<file path="src/design/cbf_pkg.sv">
// ----------------------------------------------------------------------------
// cbf_pkg
// Types and constants shared by the coprime basis factorizer modules.
// ----------------------------------------------------------------------------
package cbf_pkg;

  localparam int unsigned ValW  = 63;
  localparam int unsigned AddrW = 8;

  typedef enum logic [1:0] {
    ST_OK    = 2'd0,
    ST_FULL  = 2'd1,
    ST_RESID = 2'd2,
    ST_BAD   = 2'd3
  } status_e;

  typedef enum logic [4:0] {
    OP_NONE,
    OP_CAPTURE,
    OP_WL_A,
    OP_WL_TBL,
    OP_XY_LD,
    OP_DIV_XY,
    OP_DIV_YX,
    OP_X_Q,
    OP_Y_Q,
    OP_G_LD,
    OP_DIV_G,
    OP_G_STEP,
    OP_DIV_XG,
    OP_DIV_YG,
    OP_WL_X,
    OP_WL_Y,
    OP_WL_G,
    OP_A_WL,
    OP_NX_WL,
    OP_NX_A,
    OP_TBL_NX,
    OP_B_LD,
    OP_DIV_AB,
    OP_A_QC,
    OP_EX_WR,
    OP_EMIT
  } dp_op_e;

  typedef struct packed {
    logic            command;
    logic [ValW-1:0] value;
  } req_t;

  typedef struct packed {
    logic [1:0]      status;
    logic [5:0]      entry_index;
    logic [ValW-1:0] base_value;
    logic [5:0]      exponent;
    logic [6:0]      entry_count;
    logic            last;
  } res_t;

  typedef struct packed {
    dp_op_e           op;
    logic [AddrW-1:0] rd_a;
    logic [AddrW-1:0] rd_b;
    logic [AddrW-1:0] wr_a;
    logic [5:0]       res_index;
    logic [6:0]       res_count;
    status_e          res_status;
    logic             res_last;
    logic             res_full;
  } dp_cmd_t;

  typedef struct packed {
    logic div_busy;
    logic rem_zero;
    logic x_gt1;
    logic y_gt1;
    logic gx_gt1;
    logic gy_nz;
    logic a_gt1;
    logic a_ne1;
    logic b_gt1;
    logic rd0_gt1;
  } dp_sts_t;

endpackage

</file>
<file path="src/design/cbf_ctrl.sv">
// ----------------------------------------------------------------------------
// cbf_ctrl
// Sequencer for add and factorize requests; owns the entry and work-list counters.
// ----------------------------------------------------------------------------
module cbf_ctrl #(
  parameter int unsigned MAX_BASIS  = 64,
  parameter int unsigned WORK_DEPTH = 128
) (
  input  logic              clk_i,
  input  logic              rst_ni,
  input  logic              start,
  input  logic              command_i,
  input  logic              zero_i,
  input  cbf_pkg::dp_sts_t  sts_i,
  output cbf_pkg::dp_cmd_t  cmd_o,
  output logic              busy
);

  localparam int unsigned CntW = $clog2(MAX_BASIS + 1);
  localparam int unsigned SzW  = $clog2(WORK_DEPTH + 1);

  localparam logic [4:0] S_IDLE  = 5'd0;
  localparam logic [4:0] S_ONE   = 5'd1;
  localparam logic [4:0] S_E     = 5'd2;
  localparam logic [4:0] S_E2    = 5'd3;
  localparam logic [4:0] S_I     = 5'd4;
  localparam logic [4:0] S_J     = 5'd5;
  localparam logic [4:0] S_J2    = 5'd6;
  localparam logic [4:0] S_W     = 5'd7;
  localparam logic [4:0] S_W1    = 5'd8;
  localparam logic [4:0] S_W2    = 5'd9;
  localparam logic [4:0] S_G     = 5'd10;
  localparam logic [4:0] S_G1    = 5'd11;
  localparam logic [4:0] S_G2    = 5'd12;
  localparam logic [4:0] S_G3    = 5'd13;
  localparam logic [4:0] S_G4    = 5'd14;
  localparam logic [4:0] S_G5    = 5'd15;
  localparam logic [4:0] S_G6    = 5'd16;
  localparam logic [4:0] S_WB0   = 5'd17;
  localparam logic [4:0] S_WB1   = 5'd18;
  localparam logic [4:0] S_A0    = 5'd19;
  localparam logic [4:0] S_A2    = 5'd20;
  localparam logic [4:0] S_A3    = 5'd21;
  localparam logic [4:0] S_FIN   = 5'd22;
  localparam logic [4:0] S_C     = 5'd23;
  localparam logic [4:0] S_C2    = 5'd24;
  localparam logic [4:0] S_F     = 5'd25;
  localparam logic [4:0] S_F1    = 5'd26;
  localparam logic [4:0] S_F2    = 5'd27;
  localparam logic [4:0] S_F3    = 5'd28;
  localparam logic [4:0] S_F4    = 5'd29;
  localparam logic [4:0] S_O     = 5'd30;
  localparam logic [4:0] S_O1    = 5'd31;

  logic [4:0]            state_q, state_d;
  logic [CntW-1:0]       e_q, e_d, nc_q, nc_d;
  logic [SzW-1:0]        i_q, i_d, j_q, j_d, size_q, size_d;
  logic [6:0]            cnt_q, cnt_d;
  cbf_pkg::status_e      st_q, st_d;

  always_ff @(posedge clk_i or negedge rst_ni) begin
    if (!rst_ni) begin
      state_q <= S_IDLE;
      e_q     <= '0;
      nc_q    <= '0;
      i_q     <= '0;
      j_q     <= '0;
      size_q  <= '0;
      cnt_q   <= '0;
      st_q    <= cbf_pkg::ST_OK;
    end else begin
      state_q <= state_d;
      e_q     <= e_d;
      nc_q    <= nc_d;
      i_q     <= i_d;
      j_q     <= j_d;
      size_q  <= size_d;
      cnt_q   <= cnt_d;
      st_q    <= st_d;
    end
  end

  always_comb begin
    state_d = state_q;
    e_d     = e_q;
    nc_d    = nc_q;
    i_d     = i_q;
    j_d     = j_q;
    size_d  = size_q;
    cnt_d   = cnt_q;
    st_d    = st_q;
    cmd_o            = '0;
    cmd_o.op         = cbf_pkg::OP_NONE;
    cmd_o.res_status = st_q;
    cmd_o.res_count  = cnt_q;
    case (state_q)
      S_IDLE: begin
        if (start) begin
          cmd_o.op = cbf_pkg::OP_CAPTURE;
          e_d      = '0;
          nc_d     = '0;
          if (zero_i) begin
            st_d    = cbf_pkg::ST_BAD;
            state_d = S_ONE;
          end else if (!command_i) begin
            state_d = S_E;
          end else begin
            state_d = S_F;
          end
        end
      end
      S_ONE: begin
        cmd_o.op       = cbf_pkg::OP_EMIT;
        cmd_o.res_last = 1'b1;
        state_d        = S_IDLE;
      end
      S_E: begin
        if (7'(e_q) < cnt_q) begin
          cmd_o.rd_a = 8'(e_q);
          cmd_o.op   = cbf_pkg::OP_WL_A;
          cmd_o.wr_a = 8'd0;
          size_d     = SzW'(2);
          i_d        = SzW'(1);
          state_d    = S_E2;
        end else begin
          state_d = S_FIN;
        end
      end
      S_E2: begin
        cmd_o.op   = cbf_pkg::OP_WL_TBL;
        cmd_o.wr_a = 8'd1;
        state_d    = S_I;
      end
      S_I: begin
        if (i_q < size_q) begin
          j_d     = '0;
          state_d = S_J;
        end else begin
          state_d = S_A0;
        end
      end
      S_J: begin
        if (j_q < i_q) begin
          cmd_o.rd_a = 8'(j_q);
          cmd_o.rd_b = 8'(i_q);
          state_d    = S_J2;
        end else begin
          i_d     = i_q + SzW'(1);
          state_d = S_I;
        end
      end
      S_J2: begin
        cmd_o.op = cbf_pkg::OP_XY_LD;
        state_d  = S_W;
      end
      S_W: begin
        if (sts_i.x_gt1 && sts_i.y_gt1) begin
          cmd_o.op = cbf_pkg::OP_DIV_XY;
          state_d  = S_W1;
        end else begin
          state_d = S_WB0;
        end
      end
      S_W1: begin
        if (!sts_i.div_busy) begin
          if (sts_i.rem_zero) begin
            cmd_o.op = cbf_pkg::OP_X_Q;
            state_d  = S_W;
          end else begin
            cmd_o.op = cbf_pkg::OP_DIV_YX;
            state_d  = S_W2;
          end
        end
      end
      S_W2: begin
        if (!sts_i.div_busy) begin
          if (sts_i.rem_zero) begin
            cmd_o.op = cbf_pkg::OP_Y_Q;
            state_d  = S_W;
          end else begin
            cmd_o.op = cbf_pkg::OP_G_LD;
            state_d  = S_G;
          end
        end
      end
      S_G: begin
        if (sts_i.gy_nz) begin
          cmd_o.op = cbf_pkg::OP_DIV_G;
          state_d  = S_G1;
        end else begin
          state_d = S_G2;
        end
      end
      S_G1: begin
        if (!sts_i.div_busy) begin
          cmd_o.op = cbf_pkg::OP_G_STEP;
          state_d  = S_G;
        end
      end
      S_G2: begin
        if (!sts_i.gx_gt1) begin
          state_d = S_WB0;
        end else if (size_q >= SzW'(WORK_DEPTH)) begin
          st_d    = cbf_pkg::ST_FULL;
          state_d = S_ONE;
        end else begin
          cmd_o.op = cbf_pkg::OP_DIV_XG;
          state_d  = S_G3;
        end
      end
      S_G3: begin
        if (!sts_i.div_busy) begin
          cmd_o.op = cbf_pkg::OP_X_Q;
          state_d  = S_G4;
        end
      end
      S_G4: begin
        cmd_o.op = cbf_pkg::OP_DIV_YG;
        state_d  = S_G5;
      end
      S_G5: begin
        if (!sts_i.div_busy) begin
          cmd_o.op = cbf_pkg::OP_Y_Q;
          state_d  = S_G6;
        end
      end
      S_G6: begin
        cmd_o.op   = cbf_pkg::OP_WL_G;
        cmd_o.wr_a = 8'(size_q);
        size_d     = size_q + SzW'(1);
        state_d    = S_WB0;
      end
      S_WB0: begin
        cmd_o.op   = cbf_pkg::OP_WL_X;
        cmd_o.wr_a = 8'(j_q);
        state_d    = S_WB1;
      end
      S_WB1: begin
        cmd_o.op   = cbf_pkg::OP_WL_Y;
        cmd_o.wr_a = 8'(i_q);
        j_d        = j_q + SzW'(1);
        state_d    = S_J;
      end
      S_A0: begin
        cmd_o.rd_a = 8'd0;
        j_d        = SzW'(1);
        state_d    = S_A2;
      end
      S_A2: begin
        if (j_q == SzW'(1)) begin
          cmd_o.op = cbf_pkg::OP_A_WL;
        end
        if (j_q < size_q) begin
          cmd_o.rd_a = 8'(j_q);
          state_d    = S_A3;
        end else begin
          e_d     = e_q + CntW'(1);
          state_d = S_E;
        end
      end
      S_A3: begin
        j_d     = j_q + SzW'(1);
        state_d = S_A2;
        if (sts_i.rd0_gt1) begin
          if (nc_q >= CntW'(MAX_BASIS)) begin
            st_d    = cbf_pkg::ST_FULL;
            state_d = S_ONE;
          end else begin
            cmd_o.op   = cbf_pkg::OP_NX_WL;
            cmd_o.wr_a = 8'(nc_q);
            nc_d       = nc_q + CntW'(1);
          end
        end
      end
      S_FIN: begin
        e_d     = '0;
        state_d = S_C;
        if (sts_i.a_gt1) begin
          if (nc_q >= CntW'(MAX_BASIS)) begin
            st_d    = cbf_pkg::ST_FULL;
            state_d = S_ONE;
          end else begin
            cmd_o.op   = cbf_pkg::OP_NX_A;
            cmd_o.wr_a = 8'(nc_q);
            nc_d       = nc_q + CntW'(1);
          end
        end
      end
      S_C: begin
        if (e_q < nc_q) begin
          cmd_o.rd_a = 8'(e_q);
          state_d    = S_C2;
        end else begin
          cnt_d   = 7'(nc_q);
          st_d    = cbf_pkg::ST_OK;
          state_d = S_ONE;
        end
      end
      S_C2: begin
        cmd_o.op   = cbf_pkg::OP_TBL_NX;
        cmd_o.wr_a = 8'(e_q);
        e_d        = e_q + CntW'(1);
        state_d    = S_C;
      end
      S_F: begin
        if (7'(e_q) < cnt_q) begin
          cmd_o.rd_a = 8'(e_q);
          state_d    = S_F1;
        end else begin
          st_d = sts_i.a_ne1 ? cbf_pkg::ST_RESID : cbf_pkg::ST_OK;
          e_d  = '0;
          state_d = (cnt_q == '0) ? S_ONE : S_O;
        end
      end
      S_F1: begin
        cmd_o.op = cbf_pkg::OP_B_LD;
        state_d  = S_F2;
      end
      S_F2: begin
        if (sts_i.b_gt1) begin
          cmd_o.op = cbf_pkg::OP_DIV_AB;
          state_d  = S_F3;
        end else begin
          state_d = S_F4;
        end
      end
      S_F3: begin
        if (!sts_i.div_busy) begin
          if (sts_i.rem_zero) begin
            cmd_o.op = cbf_pkg::OP_A_QC;
            state_d  = S_F2;
          end else begin
            state_d = S_F4;
          end
        end
      end
      S_F4: begin
        cmd_o.op   = cbf_pkg::OP_EX_WR;
        cmd_o.wr_a = 8'(e_q);
        e_d        = e_q + CntW'(1);
        state_d    = S_F;
      end
      S_O: begin
        cmd_o.rd_a = 8'(e_q);
        state_d    = S_O1;
      end
      S_O1: begin
        cmd_o.op        = cbf_pkg::OP_EMIT;
        cmd_o.res_full  = 1'b1;
        cmd_o.res_index = 6'(e_q);
        cmd_o.res_last  = ((7'(e_q) + 7'd1) == cnt_q);
        e_d             = e_q + CntW'(1);
        state_d         = cmd_o.res_last ? S_IDLE : S_O;
      end
      default: state_d = S_IDLE;
    endcase
  end

  assign busy = (state_q != S_IDLE);

endmodule
</file>
<file path="config.mk">
export PLATFORM = sky130hd
export DESIGN_NAME = cbf_ctrl
export DESIGN_NICKNAME = d
export VERILOG_FILES = /design/src/design/cbf_pkg.sv /design/src/design/cbf_ctrl.sv
export SDC_FILE = /design/constraint.sdc
export NUM_CORES = 1
export LEC_CHECK = 0
export CAP_MARGIN = 10
export CELL_PAD_IN_SITES_DETAIL_PLACEMENT = 1
export CELL_PAD_IN_SITES_GLOBAL_PLACEMENT = 2
export CORE_ASPECT_RATIO = 0.75
export CORE_MARGIN = 2
export CORE_UTILIZATION = 34
export DETAILED_ROUTE_END_ITERATION = 8
export DONT_BUFFER_PORTS = 1
export PLACE_DENSITY_LB_ADDON = 0.05
export SYNTH_ARGS = -nofsm -noshare
export SYNTH_HDL_FRONTEND = slang
export SYNTH_SLANG_ARGS = --single-unit
</file>
<file path="constraint.sdc">
create_clock -name clk_i -period 2.4 [get_ports clk_i]
set_input_delay 0.48 -clock clk_i [delete_from_list [all_inputs] [get_ports clk_i]]
set_output_delay 0.48 -clock clk_i [all_outputs]
set_load 0.03 [all_outputs]
</file>
==> impl_results.md <==
* Sequential area share after synthesis at 0.249
* CP startpoint kind: register
* HP Class: input pin to async pin
* Worst setup margin at -479 ps
* CTS H-tree depth at 2
* Outcome: complete, but fails checks
* Final ANT Viol Nets at 0
* Max Cap Violations at 0
* Setup violations, final at 36
* Area contributors post-synth: dfrtp_1 25%, ha_1 10%, o21ai_0 5.8%
* Final min period at 2880 ps
* CP cell instances: ha_4, and4_1, o21ai_2, o311ai_4, nor2_4, or2_0, buf_6, a22o_4
* Cell taking the most area after synthesis: dfrtp_1
* Cell Area, Placed at 7140 sq um
* PD cells at 972 nW/um^2
* Top_reg_cell synth: dfrtp_1
* Filler cell count in the final layout at around 1800
* Hold violation total from the final report at 0
* Mapped cell area at around 5200 sq um
* Share of the synthesized area in the top cell type at 0.249
* Cell variety after synth at between 80 and 90
* VDD IR-drop max at 0.703 mV
* Fmax at about 0.35 GHz
* Cell row count at 39
* Post-synth EDFFs at 0
* Layout area overhead at 69.4%
* Failing checks: negative setup slack
* Delay-heaviest family, CP: compound AO/OA/AOI/OAI gates
* Mux cell area share after synthesis at 0.00861
* Nets@finish at between 900 and 1000
* Placer Congestion at approximately 0.95
* WL/cell at 24.3 um
* # port buffers at 0
* Gr usage total at 0.312
* Initial antenna violation count at 0
* Starting density of the core at 0.346
* Pin slew with the least headroom to its limit at 615 ps
* Vias at approximately 6700
* Fin Clk Skew at about 11 ps
* Buf/Inv on CP at 1
* Setup crit end kind: primary output
* Final Cell Area at 8870 sq um
* HPWL Detailed at approximately 20000 um
* TritonCTS clock tree: built
* Clock sinks at 52
* Post-Syn Area per Cell at between 7 and 8 sq um
* Area share of fa/ha/maj cells after synthesis at 0.100
* Post-synthesis register bit count at 52
* Syn nets at 742
* Non-Filler Instances at approximately 1100
* Worst Path Required at approximately 1900 ps
* RSZ-0062 raised after global routing: true
* Simple-gate area share of the yosys netlist at 0.284
* Crit-path max FO at 8
* Via/cell ratio at 5.90
* Placed Cells at ~1100
* Drt drc at 0
* Arr. time, crit path at ~2400 ps
* Slew margin rel. at 0.587
* Initial drt markers at approximately 440
* Clock buffer depth at 2
* Critical path's largest stage delay at 480 ps
* Die Area at roughly 16000 sq um
* Tcrit/Tclk final at 1.20
* Largest family of logic cells by synthesized area: simple AND/OR/NAND/NOR gates
* Final hold slack at between 10 and 15 ps
* Cts bufs inserted at 5
* Post-synthesis xor/xnor area fraction at 0.0301
* Fin. max-slew vios at 0
* Worst-path cell with the longest stage delay: dfrtp_2
* Ports at 62
* YS warnings at 0
* Core area at about 15000 sq um
* Diodes inserted at 0
* Leakage power at a little under 0.004 uW
* Post-synthesis compound-gate area fraction at 0.268
* Vias in the first global route at about 6700
* Pin count of the biggest net entering global routing at 53
* Die Y at around 110 um
* Latest clock arrival within the worst-skew pair at 310 ps
* Mapped Cells at around 700
* Pre-antenna DRT Iters at 4
* Final wirelength at between 20000 and 30000 um
* Layout cells sized above 1 at 0.496
* Util after Layout at 0.586
* Root Buffer: clkbuf_16
* Worst-path clk slew at approximately 80 ps
* Async SR Flop Fraction at 1.00
* Wire length of the first global-routing pass at about 40000 um
* Die extent in x at between 100 and 150 um
* Gr ovfl total at 0
* CP Class: register to primary output
==> state kept, by name (all words and copies together), names as in the netlist <==
| signal | cells |
|---|---|
| i_q | 8 |
| e_q | 7 |
| j_q | 8 |
| st_q | 2 |
| nc_q | 7 |
| cnt_q | 7 |
| size_q | 8 |
| state_q | 5 |
==> Yosys cell counts, drive strengths merged (16+ instances only) <==
master	n
a21oi	36
buf	16
clkbuf	19
dfrtp	52
ha	42
inv	39
nand2	65
nand2b	18
nand3	35
nor2	65
nor3	21
o21ai	62
==> path summary, 6_finish.rpt <==
path	from	to	slack [ps]	cells after the start
worst max-delay path	j_q[4]	cmd_o[39]	-480	8
worst min-delay path	rst_ni	cnt_q[2]	10	1
worst max register to register	j_q[5]	e_q[4]	-130	7
worst min register to register	cnt_q[5]	cnt_q[5]	610	2
max in group asynchronous	rst_ni	j_q[0]	2090	1
min in group clk_i	start	state_q[0]	480	4
==> where the power goes <==
part / switching [uW] / internal, uW
clock network: 387 / 391
registers: 211 / 1040
logic: 3500 / 3090
==> metal layers <==
metal,vias to the layer above,part of all wire,global-route usage
li1,3007,-,-
met1,3380,0.44,0.431
met2,222,0.48,0.506
met3,56,0.059,0.0553
met4,0,0.024,0.0853
met5,-,0,0
==> metrics by stage <==
stage / TNS [ps] / power [uW] / worst slack [ps]
floorplan: -1350 / 3790 / -119
global placement: -1600 / 6020 / -137
detailed placement: -1950 / 6110 / -135
CTS: -7580 / 7810 / -446
global route: -10900 / 9040 / -556
finish: -8480 / 8620 / -479
==> worst register-to-register path, stage by stage (launching register included) <==
cell and delay (ps):
dfrtp_2 470, ha_1 350, nand4_1 150, o311a_1 400
buf_4 180, a211o_4 340, or4_1 470, nand3_1 100
==> logic make-up (layout without fill, tap and decap cells) <==
group                      after synthesis  count (layout)
adders and majority gates               42              42
muxes                                    4               4
xor gates and xnor gates                18              18
and+or+nand+nor                        289             289
buffers and inverters                   75             315
DFF                                     52              52
AOI/OAI and AO/OA                      205             205
==> cells in the final DEF, fill, tap and decap left out, types with 6 or more instances in the layout <==
cell type / Yosys / layout
a21oi_1: 36 / 30
a22o_4: 0 / 7
a22oi_2: 0 / 11
a31oi_1: 7 / 7
and2_1: 10 / 8
and3_1: 13 / 11
buf_12: 0 / 13
buf_4: 5 / 203
buf_6: 0 / 44
dfrtp_1: 52 / 34
dfrtp_2: 0 / 18
ha_1: 42 / 29
ha_4: 0 / 12
inv_1: 39 / 30
inv_2: 0 / 6
nand2_1: 64 / 50
nand2_2: 1 / 9
nand2_4: 0 / 6
nand2b_1: 18 / 13
nand3_1: 34 / 23
nand3_2: 1 / 8
nand4_1: 14 / 14
nor2_1: 64 / 44
nor2_2: 1 / 8
nor2_4: 0 / 13
nor3_1: 20 / 11
nor3_4: 0 / 6
o21ai_0: 61 / 52
o21ai_1: 1 / 7
o31ai_1: 9 / 6
or3_1: 6 / 6
xnor2_1: 13 / 12
==> repair_timing <==
action                                  4_1_cts  5_1_grt
resized for setup                           124      104
hold endpoints to repair                     52        0
pin swaps                                    32       47
hold buffers                                  1        0
gates cloned                                  3        1
endpoints found under the setup margin       44       57
setup buffers                                29       40
==> area by class of cell <==
cell class                 count  area (sq um)  area share
clock buffer                   5           125      0.0141
clock inverter                 3          21.3     0.00240
inverter                      40           161      0.0182
multi-input combinational    558          4560       0.514
sequential                    52          1320       0.149
tap                          205           256      0.0289
timing repair buffer         267          2420       0.273
Note: power is estimated with default switching activity, not from simulation.
